## src/tkmpq_pkg.sv

```systemverilog
// Shared types and constants for the two-key minimum priority queue.
package tkmpq_pkg;

    localparam int CAPACITY = 64;
    localparam int KEY_BITS = 32;
    localparam int ID_BITS  = 16;
    localparam int CNT_BITS = $clog2(CAPACITY + 1);

    localparam logic [KEY_BITS-1:0] INF = {KEY_BITS{1'b1}};

    typedef enum logic [1:0] {
        OP_PUSH  = 2'd0,
        OP_POP   = 2'd1,
        OP_CLEAR = 2'd2
    } t_opcode;

    typedef struct packed {
        logic [ID_BITS-1:0]  id;
        logic [KEY_BITS-1:0] primary;
        logic [KEY_BITS-1:0] secondary;
    } t_entry;

    // broadcast from the controller to every cell
    typedef struct packed {
        logic   push;
        logic   pop;
        t_entry fresh;
    } t_cell_ctl;

endpackage

```

## src/tkmpq_cell.sv

```systemverilog
// One slot of the sorted shift-register queue.
module tkmpq_cell (
    input  logic                 i_clk,
    input  tkmpq_pkg::t_cell_ctl i_ctl,
    input  logic                 i_occupied,
    input  logic                 i_left_gt,
    input  tkmpq_pkg::t_entry    i_left,
    input  tkmpq_pkg::t_entry    i_right,
    output logic                 o_gt,
    output tkmpq_pkg::t_entry    o_entry,
    output tkmpq_pkg::t_entry    o_next
);
    import tkmpq_pkg::*;

    t_entry r_entry;
    t_entry n_entry;

    // strict compare keeps equal keys in arrival order; an empty slot is larger than anything
    assign o_gt = !i_occupied
                  || ({r_entry.primary, r_entry.secondary}
                      > {i_ctl.fresh.primary, i_ctl.fresh.secondary});

    always_comb begin
        n_entry = r_entry;
        if (i_ctl.push) begin
            if (o_gt) begin
                n_entry = i_left_gt ? i_left : i_ctl.fresh;
            end
        end else if (i_ctl.pop) begin
            n_entry = i_right;
        end
    end

    always_ff @(posedge i_clk) begin
        r_entry <= n_entry;
    end

    assign o_entry = r_entry;
    assign o_next  = n_entry;

endmodule

```

## config.mk

```make
export PLATFORM = sky130hd
export DESIGN_NAME = tkmpq_cell
export DESIGN_NICKNAME = d
export VERILOG_FILES = /design/src/tkmpq_pkg.sv /design/src/tkmpq_cell.sv
export SDC_FILE = /design/constraint.sdc
export NUM_CORES = 1
export LEC_CHECK = 0
export BUFFER_PORTS_ARGS = -buffer_cell sky130_fd_sc_hd__buf_2
export CORE_AREA = 2 2 157 159
export CTS_BUF_LIST = sky130_fd_sc_hd__clkbuf_4
export DETAILED_ROUTE_END_ITERATION = 6
export DIE_AREA = 0 0 159 161
export PLACE_DENSITY = 0.62
export SYNTH_ARGS = -nofsm -noshare
export SYNTH_HDL_FRONTEND = slang
export SYNTH_SLANG_ARGS = --single-unit
```

## constraint.sdc

```tcl
create_clock -name i_clk -period 10.5 [get_ports i_clk]
set_clock_uncertainty 0.1 [all_clocks]
set_input_delay 2.1 -clock i_clk [delete_from_list [all_inputs] [get_ports i_clk]]
set_output_delay 2.1 -clock i_clk [all_outputs]
set_load 0.1 [all_outputs]
```

# Word-level counts from Yosys, hierarchy flattened
# Cells that the tools add are included.
op_classes:
  order_cmp: 1
  n_mux: 4
  reduce_logical: 2
op_table:
  columns: ["operator", "n"]
  rows:
  - ["2-to-1 mux 80 bit", 4]
  - ["greater-than comparator 64 bit", 1]
  - ["logical NOT 1 bit", 1]
  - ["logical OR 1 bit", 1]
totals:
  reg_bits: 80
  input_bits: 245
  output_inout_bits: 161

# Depth between registers and ports, before layout
# Gate-level depths: netlist of the first run.
depth:
  depth_word: 4
  depth_mapped: 11
  mapped_depth_nobuf: 10

# Worst setup path before layout of the first run
# Ideal clock, no wire load.
synth_path:
  path_type: "input port to output port"
  startpoint: "input port i_ctl[57] in the netlist's numbering"
  endpoint: "output port o_next[69] in the netlist's numbering"
  t_arrival_ps: 6242
  slack_ps: 2058
  path_stages: 10
  path_buffers: 1
  cell_sequence: "inv_1 ha_1 a21o_1 nand3_1 a21oi_1 or4b_1 a2111oi_2 a21oi_2 clkbuf_1 a31oi_1"
synth_rtl:
  columns: ["element", "line_no", "source"]
  rows:
  - ["from (decl)", "tkmpq_cell.sv:4", "input tkmpq_pkg::t_cell_ctl i_ctl,"]
  - ["to (decl)", "tkmpq_cell.sv:11", "output tkmpq_pkg::t_entry o_next"]

==> results of run 1 <==
-- layer usage --
layer  vias to the layer above  routed length, um  part of all wire (%)  GRT usage [%]
li1                       3521                  -                     -              -
met1                      3281              10800                    42           23.1
met2                       366              12200                    48           32.6
met3                        42               1670                   6.5           3.80
met4                         0                829                   3.3           7.44
met5                         -                  0                     0              0
-- synth_stat cells (all sizes together) --
master / count
a2111oi: 1
a2111o: 1
o21a: 1
nor3: 4
or3: 3
o2111a: 1
nand4: 15
a21o: 3
ha: 64
a22oi: 1
a221oi: 1
a21oi: 27
nor4: 3
clkbuf: 49
a31oi: 79
nor2: 4
o22ai: 1
o311a: 1
mux2i: 78
o221a: 2
and3: 78
nand3: 7
inv: 68
a211o: 1
or4b: 1
o21ai: 86
a22o: 1
nor2b: 1
a221o: 1
nand2: 92
dfxtp: 80
a21boi: 1
clkinv: 1
nor3b: 1
buf: 10
o21bai: 1
mux2: 2
-- kinds of logic after synthesis --
logic type	Yosys count
multiplexers	80
flip-flops	80
adder cells (fa/ha/maj)	64
AO/OA/AOI/OAI	210
AND/OR/NAND/NOR	209
buffers and inverters	128
-- worst paths after layout --
| path | start | to | slack, ps |
|---|---|---|---|
| min reg2reg | o_entry[78]$_DFF_P_ | o_entry[78]$_DFF_P_ | 490 |
| max | i_ctl[59] | o_next[61] | 2180 |
| max reg2reg | o_entry[59]$_DFF_P_ | o_entry[61]$_DFF_P_ | 6320 |
| min | o_entry[78]$_DFF_P_ | o_entry[78]$_DFF_P_ | 490 |
-- cell usage in the layout, fill, tap and decap left out, types with 10 or more instances in the layout --
master and count:
buf_2 403, nand2_1 92, o21ai_0 86, dfxtp_1 80, a31oi_1 79, and3_1 78, mux2i_1 78, inv_1 68
ha_1 64, a21oi_1 26, nand4_1 13, clkbuf_4 10
-- critical path, delay by kind of cell --
family,cells,cell delay (ps)
compound gates,3,1270
fa+ha+maj,1,310
buf+inv,4,1170
simple gates,4,1150
-- stage by stage --
step	hold slack [ps]	cells	total power, mW	setup WS (ps)	cell area (um^2)
floorplan	1280	771	1.75	2060	6100
global placement	453	1446	2.03	2290	8300
detailed placement	437	1446	2.03	2100	8300
CTS	488	1462	2.30	2100	8490
global route	518	1462	2.38	1900	8490
finish	490	1463	2.28	2180	8500
-- final cells by class --
type | instances | area (um^2) | share of cell area (%)
Tap cell | 324 | 405 | 4.77
Antenna cell | 1 | 2.50 | 0.0295
Clock buffer | 10 | 75.1 | 0.884
Multi-Input combinational cell | 563 | 3970 | 46.7
Inverter | 69 | 259 | 3.05
Sequential cell | 80 | 1600 | 18.8
Timing Repair Buffer | 410 | 2070 | 24.4
Clock inverter | 6 | 115 | 1.35
-- power groups by stage --
stage                     Clock (mW)  Sequential, mW  Combinational [mW]
after floorplan                    0           0.934               0.811
after global placement             0           0.441                1.59
after detailed placement           0           0.441                1.59
after CTS                      0.270           0.436                1.59
after global routing           0.277           0.444                1.65
final                          0.257           0.436                1.59
==> flow_metrics.env, run 1 <==
export IMPL_grt_pass1_wl_um=38600
export IMPL_syn_avg_cell_area_um2=7.91
export IMPL_max_cap_viol_count=0
export IMPL_num_io_pins=406
export IMPL_synth_xor_area_share_pct=0
export IMPL_worst_path_max_delay_cell="a21oi_4"
export IMPL_min_path_cells=1
export IMPL_grt_pass1_vias=7031
export IMPL_row_count=57
export IMPL_area_growth_synth_to_final_pct=39.3
export IMPL_startpoint_type="input port"
export IMPL_power_density_nw_per_um2=269
export IMPL_largest_reg_flops=80
export IMPL_crit_type="input port to primary output"
export IMPL_synth_cell_type_count=42
export IMPL_sw_frac_of_total_pct=66.3
export IMPL_ys_warn_count=0
export IMPL_synth_adder_area_share_pct=13.1
export IMPL_worst_slew_pin_slew_ps=974
export IMPL_synthMuxAreaShare_pct=13.2
export IMPL_clockPowerShare_pct=11.2
export IMPL_critPathMaxFanout=52
export IMPL_r2r_cells=9
export IMPL_dr_pass1_iters=5
export IMPL_io_buffer_count=405
export IMPL_utilization_pct=35.5
export IMPL_power_leakage_nw=4.57
export IMPL_cts_resized=0
export IMPL_synthSimpleGateAreaFrac_pct=18.2
export IMPL_cts_buffer_depth=2
export IMPL_cts_buffers_inserted=9
export IMPL_worstPathArrival_ps=6120
export IMPL_synth_compound_gate_area_share_pct=20.3
export IMPL_crit_chain="buf_2, inv_1, ha_1, nand4_1, nor4_4, nand4_2, a31oi_1, nor3_1, a21oi_4, buf_4, a31oi_1, buf_2"
export IMPL_nets=1442
export IMPL_period_minus_slack_ps=8320
export IMPL_grt_overflow_total=0
export IMPL_combPwrFrac_pct=69.6
export IMPL_seq_power_share_pct=19.1
export IMPL_fmax_mhz=120
export IMPL_syn_inst=771
export IMPL_ir_worst_vdd_v=0.000192
export IMPL_setup_viol_count_final=0
export IMPL_viasPerCell=4.93
export IMPL_power_internal_mw=0.769
export IMPL_cts_tree="done"
export IMPL_grt_setup_unrepaired="no"
export IMPL_hold_class="flip-flop to flip-flop"
export IMPL_drt_iter0_drc=439
export IMPL_postRouteAntennaNets=0
export IMPL_synthesis_nets=1080
export IMPL_start_util_pct=25.4
export IMPL_drive_above_1_share_pct=38.8
export IMPL_wirelength_um=25500
export IMPL_finalCritPeriodShare_pct=79.3
export IMPL_fill_cells=2586
export IMPL_core_area_um2=24000
export IMPL_gp_congestion=0.903
export IMPL_tns_ps=0
export IMPL_ys_seq_elements=80
export IMPL_p_switching_mw=1.51
export IMPL_synth_area_leaders="dfxtp_1, ha_1, mux2i_1"
export IMPL_yosysTopAreaCell="dfxtp_1"
export IMPL_worstSetupEndpointType="primary output"
export IMPL_run_status="finished, final reports clean"
export IMPL_crit_required_ps=8300
export IMPL_clk_latency_ps=470
export IMPL_htreeDepth=3
export IMPL_netlist_area_um2=6100
export IMPL_max_slew_margin_rel_pct=34.9
export IMPL_vias=7210
export IMPL_seq_area_frac_synth_pct=26.3
export IMPL_cts_hold_fix_buffers=0
export IMPL_synth_top_family_by_area="compound AO/OA/AOI/OAI gates"
export IMPL_grt_max_degree=83
export IMPL_synth_top_area_share_pct=26.3
export IMPL_routedWlPerCell_um=17.4
export IMPL_max_stage_delay_ps=740
export IMPL_drc=0
export IMPL_hold_viol=0
export IMPL_die_y_um=161
export IMPL_cts_root_buf="clkbuf_4"
export IMPL_place_hpwl_um=19500
export IMPL_grtUsageTotal_pct=18.9
export IMPL_die_width_um=159
export IMPL_post_cts_buffers=0
export IMPL_antenna_found_initial=0
export IMPL_clkSlewWorstSetupHoldPaths_ps=170
export IMPL_die_area_um2=25600
export IMPL_drv_slew=0
export IMPL_cts_sinks=80
Note: power is estimated with default switching activity, not from simulation.
==> run 2, diff against run 1 <==
Clock period 10.5 ns to 7.96 ns, I/O delays scaled along.
==> run 2 against run 1 <==
- final cell count increased by 0.27%
- power is 31% higher
- non-clock buffer count rose by 3
- die area unchanged
- global-route usage hardly changed
- clock-buffer cell count did not move
- register-to-register slack worse by 2000 ps
- critical endpoint unchanged
- combinational power rose by 32%
- sequential share of layout area about the same
- setup slack got worse by 1100 ps
==> flow_metrics.env, run 2 (synthesized netlist as in run 1, its figures left out) <==
export IMPL_grt_overflow_total=0
export IMPL_max_slew_margin_rel_pct=41.3
export IMPL_worstSetupEndpointType="primary output"
export IMPL_crit_type="input port to primary output"
export IMPL_cts_sinks=80
export IMPL_start_util_pct=25.4
export IMPL_place_hpwl_um=19400
export IMPL_cts_root_buf="clkbuf_4"
export IMPL_cts_buffer_depth=2
export IMPL_grt_max_degree=84
export IMPL_max_stage_delay_ps=600
export IMPL_finalCritPeriodShare_pct=86.6
export IMPL_row_count=57
export IMPL_drt_iter0_drc=569
export IMPL_hold_viol=0
export IMPL_total_power_mw=2.98
export IMPL_worst_slew_pin_slew_ps=881
export IMPL_num_io_pins=406
export IMPL_final_common_cell="buf_2"
export IMPL_drive_above_1_share_pct=38.9
export IMPL_period_minus_slack_ps=6890
export IMPL_crit_required_ps=6270
export IMPL_grt_pass1_wl_um=38100
export IMPL_dr_pass1_iters=5
export IMPL_clk_latency_ps=470
export IMPL_clkSlewWorstSetupHoldPaths_ps=170
export IMPL_run_status="finished, final reports clean"
export IMPL_cts_tree="done"
export IMPL_critPathMaxFanout=81
export IMPL_nets=1445
export IMPL_htreeDepth=3
export IMPL_cts_resized=0
export IMPL_grt_pass1_vias=6934
export IMPL_hold_class="flip-flop to flip-flop"
export IMPL_startpoint_type="input port"
export IMPL_die_y_um=161
export IMPL_worstPathArrival_ps=5200
export IMPL_setup_slack_ps=1070
export IMPL_drv_slew=0
export IMPL_power_density_nw_per_um2=350
export IMPL_die_area_um2=25600
export IMPL_hold_slack_ps=481
export IMPL_crit_chain="buf_2, inv_1, ha_1, nand4_4, nor4_4, nand4_2, a31oi_1, nor3_1, a211o_4, and3_1, a31oi_1, buf_2"
export IMPL_viasPerCell=4.97
export IMPL_final_cell_mix="buf_2, nand2_1, o21ai_0"
export IMPL_post_cts_buffers=0
export IMPL_grt_setup_unrepaired="no"
export IMPL_fmax_mhz=145
export IMPL_place_ws_ps=1120
export IMPL_postRouteAntennaNets=0
export IMPL_vias=7287
export IMPL_cts_hold_fix_buffers=0
export IMPL_drc=0
export IMPL_ir_worst_vdd_v=0.000218
export IMPL_setup_viol_count_final=0
export IMPL_io_buffer_count=405
export IMPL_die_width_um=159
export IMPL_power_leakage_nw=4.57
export IMPL_core_area_um2=24000
export IMPL_area_growth_synth_to_final_pct=39.6
export IMPL_worst_path_max_delay_cell="nor4_4"
export IMPL_grtUsageTotal_pct=18.9
export IMPL_tns_ps=0
export IMPL_wirelength_um=25700
export IMPL_routedWlPerCell_um=17.5
export IMPL_gp_congestion=0.851
export IMPL_largest_reg_flops=80
export IMPL_antenna_found_initial=2
export IMPL_max_cap_viol_count=0
export IMPL_cts_buffers_inserted=9
## run 2: layout make-up
class / instances / area (um^2)
clock buffer: 10 / 75.1
clock inverter: 6 / 92.6
timing repair buffer: 413 / 2100
fill: 2585 / 15500
multi-input combinational: 563 / 3970
sequential: 80 / 1600
antenna: 2 / 5.00
inverter: 69 / 259
tap: 324 / 405
## run 2: worst paths after layout
check,startpoint,end,slack (ps),cells past startpoint
worst min register to register,o_entry[78]$_DFF_P_,o_entry[78]$_DFF_P_,480,1
worst max-delay path,i_ctl[63],o_next[61],1070,12
worst min-delay path,o_entry[78]$_DFF_P_,o_entry[78]$_DFF_P_,480,1
worst max register to register,o_entry[63]$_DFF_P_,o_entry[0]$_DFF_P_,4290,8
## run 2: critical path, delay by kind of cell
family	cells	cell delay, ps
simple gates	5	1370
compound gates	3	1140
buf+inv	3	650
fa+ha+maj	1	360
## run 2: through the flow
stage          instance area, um^2  utilization, %  std cells
2_1_floorplan                 6100               -        771
3_3_place_gp                  8340            34.8       1449
3_5_place_dp                  8340            34.8       1449
4_1_cts                       8510            35.5       1465
5_1_grt                       8510            35.5       1467
6_report                      8510            35.5       1467
## run 2: metal layers
layer | wire length [um] | up-vias | global-route usage [%] | part of all wire [%]
met4 | 833 | 0 | 7.85 | 3.2
li1 | - | 3543 | - | -
met2 | 12300 | 344 | 32.6 | 48
met1 | 11000 | 3356 | 23.2 | 43
met3 | 1540 | 44 | 3.54 | 6.0
met5 | 0 | - | 0 | 0
## run 2: report_power, final
| group | switching [mW] | internal, mW | total (mW) |
|---|---|---|---|
| Sequential | 0.0776 | 0.495 | 0.572 |
| Combinational | 1.75 | 0.358 | 2.10 |
| Clock | 0.171 | 0.132 | 0.303 |
| Total | 1.99 | 0.985 | 2.98 |
==> run 3, diff against run 2 <==
Settings changed: ABC_AREA set to 1, CORE_AREA 2 2 157 159 to 2 2 159 161, DIE_AREA 0 0 159 161 to 0 0 161 163, PLACE_DENSITY 0.62 to 0.65.
==> run 3 against run 2 <==
- sequential power shrank 8.2%
- largest power group unchanged
- global-route usage rose by 1.1 points
- critical endpoint is now o_next[10]
- via count up 20%
- hold slack improved by 24 ps
- clock-buffer cell count is 1 lower
- synthesized cell count rose by 47%
==> flow_metrics.env, run 3 <==
export IMPL_die_width_um=161
export IMPL_clockPowerShare_pct=10.6
export IMPL_hold_class="flip-flop to flip-flop"
export IMPL_seq_area_um2=1600
export IMPL_grt_setup_unrepaired="no"
export IMPL_final_cell_mix="buf_2, nand2_1, a21oi_1"
export IMPL_grt_max_degree=110
export IMPL_num_io_pins=406
export IMPL_synth_compound_gate_area_share_pct=19.2
export IMPL_power_density_nw_per_um2=264
export IMPL_critPathMaxFanout=81
export IMPL_yosysTopAreaCell="dfxtp_1"
export IMPL_drv_slew=0
export IMPL_period_minus_slack_ps=6200
export IMPL_die_area_um2=26200
export IMPL_p_switching_mw=1.60
export IMPL_core_area_um2=24700
export IMPL_hold_viol=0
export IMPL_setup_viol_count_final=0
export IMPL_synthMuxAreaShare_pct=2.47
export IMPL_largest_reg_flops=80
export IMPL_crit_type="input port to primary output"
export IMPL_drt_iter0_drc=660
export IMPL_cts_buffers_inserted=9
export IMPL_total_power_mw=2.42
export IMPL_synth_edf_count=0
export IMPL_synthSimpleGateAreaFrac_pct=29.8
export IMPL_synthesis_nets=1444
export IMPL_cts_root_buf="clkbuf_4"
export IMPL_yosysMostFrequentCell="nand2_1"
export IMPL_power_leakage_nw=5.34
export IMPL_worstSetupEndpointType="primary output"
export IMPL_run_status="finished, final reports clean"
export IMPL_cts_tree="done"
export IMPL_post_cts_buffers=0
export IMPL_synthArstFlopShare_pct=0
export IMPL_synth_top_area_share_pct=23.2
export IMPL_synth_area_leaders="dfxtp_1, a21oi_1, nand3_1"
export IMPL_drc=0
export IMPL_combPwrFrac_pct=67.7
export IMPL_synth_xor_area_share_pct=0
export IMPL_power_internal_mw=0.823
export IMPL_gp_congestion=0.871
export IMPL_postRouteAntennaNets=0
export IMPL_cts_resized=0
export IMPL_grt_overflow_total=0
export IMPL_max_cap_viol_count=0
export IMPL_worst_slew_pin_slew_ps=1030
export IMPL_cts_sinks=80
export IMPL_crit_required_ps=6270
export IMPL_hold_path_startpoint="o_entry[79]$_DFF_P_"
export IMPL_synth_adder_area_share_pct=11.6
export IMPL_routedWlPerCell_um=15.1
export IMPL_grtUsageTotal_pct=19.9
export IMPL_sw_frac_of_total_pct=66.0
export IMPL_synth_cell_type_count=26
export IMPL_die_y_um=163
export IMPL_yosys_top_cells_count="nand2_1, a21oi_1, nand3_1"
export IMPL_area_growth_synth_to_final_pct=32.8
export IMPL_finalCritPeriodShare_pct=77.9
export IMPL_viasPerCell=4.80
export IMPL_final_common_cell="buf_2"
export IMPL_io_buffer_count=405
export IMPL_ys_seq_elements=80
export IMPL_place_hpwl_um=20800
export IMPL_seq_area_frac_synth_pct=23.2
export IMPL_worstPathArrival_ps=4510
export IMPL_syn_avg_cell_area_um2=6.08
export IMPL_seq_power_share_pct=21.7
export IMPL_clk_latency_ps=480
export IMPL_vias=8722
export IMPL_reg2reg_slack_ps=4870
export IMPL_fmax_mhz=161
export IMPL_nets=1791
export IMPL_ir_worst_vdd_v=0.000146
export IMPL_r2r_start="o_entry[59]$_DFF_P_"
export IMPL_netlist_area_um2=6900
export IMPL_grt_pass1_vias=7933
export IMPL_dominantRegCellSynth="dfxtp_1"
export IMPL_hold_slack_ps=504
export IMPL_instances_no_fill=1818
export IMPL_cts_buffer_depth=2
export IMPL_syn_inst=1135
export IMPL_synth_top_family_by_area="simple AND/OR/NAND/NOR gates"
export IMPL_start_util_pct=28.0
export IMPL_dr_pass1_iters=5
export IMPL_cts_hold_fix_buffers=0
export IMPL_fill_cells=2731
export IMPL_multiInputGateArea_um2=4350
export IMPL_row_count=58
export IMPL_wirelength_um=27500
export IMPL_max_slew_margin_rel_pct=31.1
export IMPL_tns_ps=0
export IMPL_grt_pass1_wl_um=41900
export IMPL_startpoint_type="input port"
export IMPL_drive_above_1_share_pct=29.5
export IMPL_htreeDepth=3
export IMPL_dp_cells=1801
export IMPL_cp_startpoint="i_ctl[63]"
export IMPL_ys_warn_count=0
export IMPL_antenna_found_initial=2
export IMPL_clkSlewWorstSetupHoldPaths_ps=150
export IMPL_utilization_pct=37.2
==> run 3: power by group through the flow <==
stage	Sequential (mW)	Clock (mW)	Combinational, mW
6_report	0.525	0.256	1.64
5_1_grt	0.533	0.289	1.74
4_1_cts	0.526	0.275	1.65
3_5_place_dp	0.534	0	1.64
3_3_place_gp	0.534	0	1.63
2_1_floorplan	0.988	0	0.884
==> run 3: final cells by class <==
class,count,share of cell area (%)
sequential,80,17.5
inverter,157,6.45
multi-input combinational,822,47.5
antenna,1,0.0273
clock inverter,7,0.587
tap,330,4.50
timing repair buffer,412,22.8
clock buffer,9,0.737
==> run 3: layer usage <==
| layer | vias to the layer above | track usage [%] | wire [um] |
|---|---|---|---|
| met2 | 349 | 34.1 | 13300 |
| met5 | - | 0 | 13 |
| met1 | 3895 | 25.3 | 11800 |
| met4 | 2 | 6.66 | 597 |
| met3 | 46 | 3.79 | 1770 |
| li1 | 4430 | - | - |
==> run 3: logic make-up after synthesis <==
group	after synthesis
DFF	80
and+or+nand+nor	478
buffers and inverters	233
adders and majority gates	64
AOI/OAI and AO/OA	263
muxes	17
==> run 3: path summary, 6_finish.rpt <==
check	endpoint	cells past startpoint
min reg2reg	o_entry[79]$_DFF_P_	4
max reg2reg	o_entry[45]$_DFF_P_	14
min	o_entry[79]$_DFF_P_	4
max	o_next[10]	14
==> run 3: worst max-delay path, stage by stage <==
cell and delay [ps]:
buf_2 80, inv_1 50, ha_1 310, nand4_1 140
nor2_1 240, nand2_1 160, nor2_2 200, nand4_2 130
nand2_4 110, nand2_4 520, nand2_1 280, nand3_1 90
nand2_1 120, buf_2 440
==> run 3: per-stage QoR <==
stage / area, um^2 / worst slack [ps]
floorplan: 6900 / 2460
global placement: 9040 / 1660
detailed placement: 9040 / 1650
CTS: 9170 / 1630
global route: 9170 / 1370
finish: 9170 / 1760
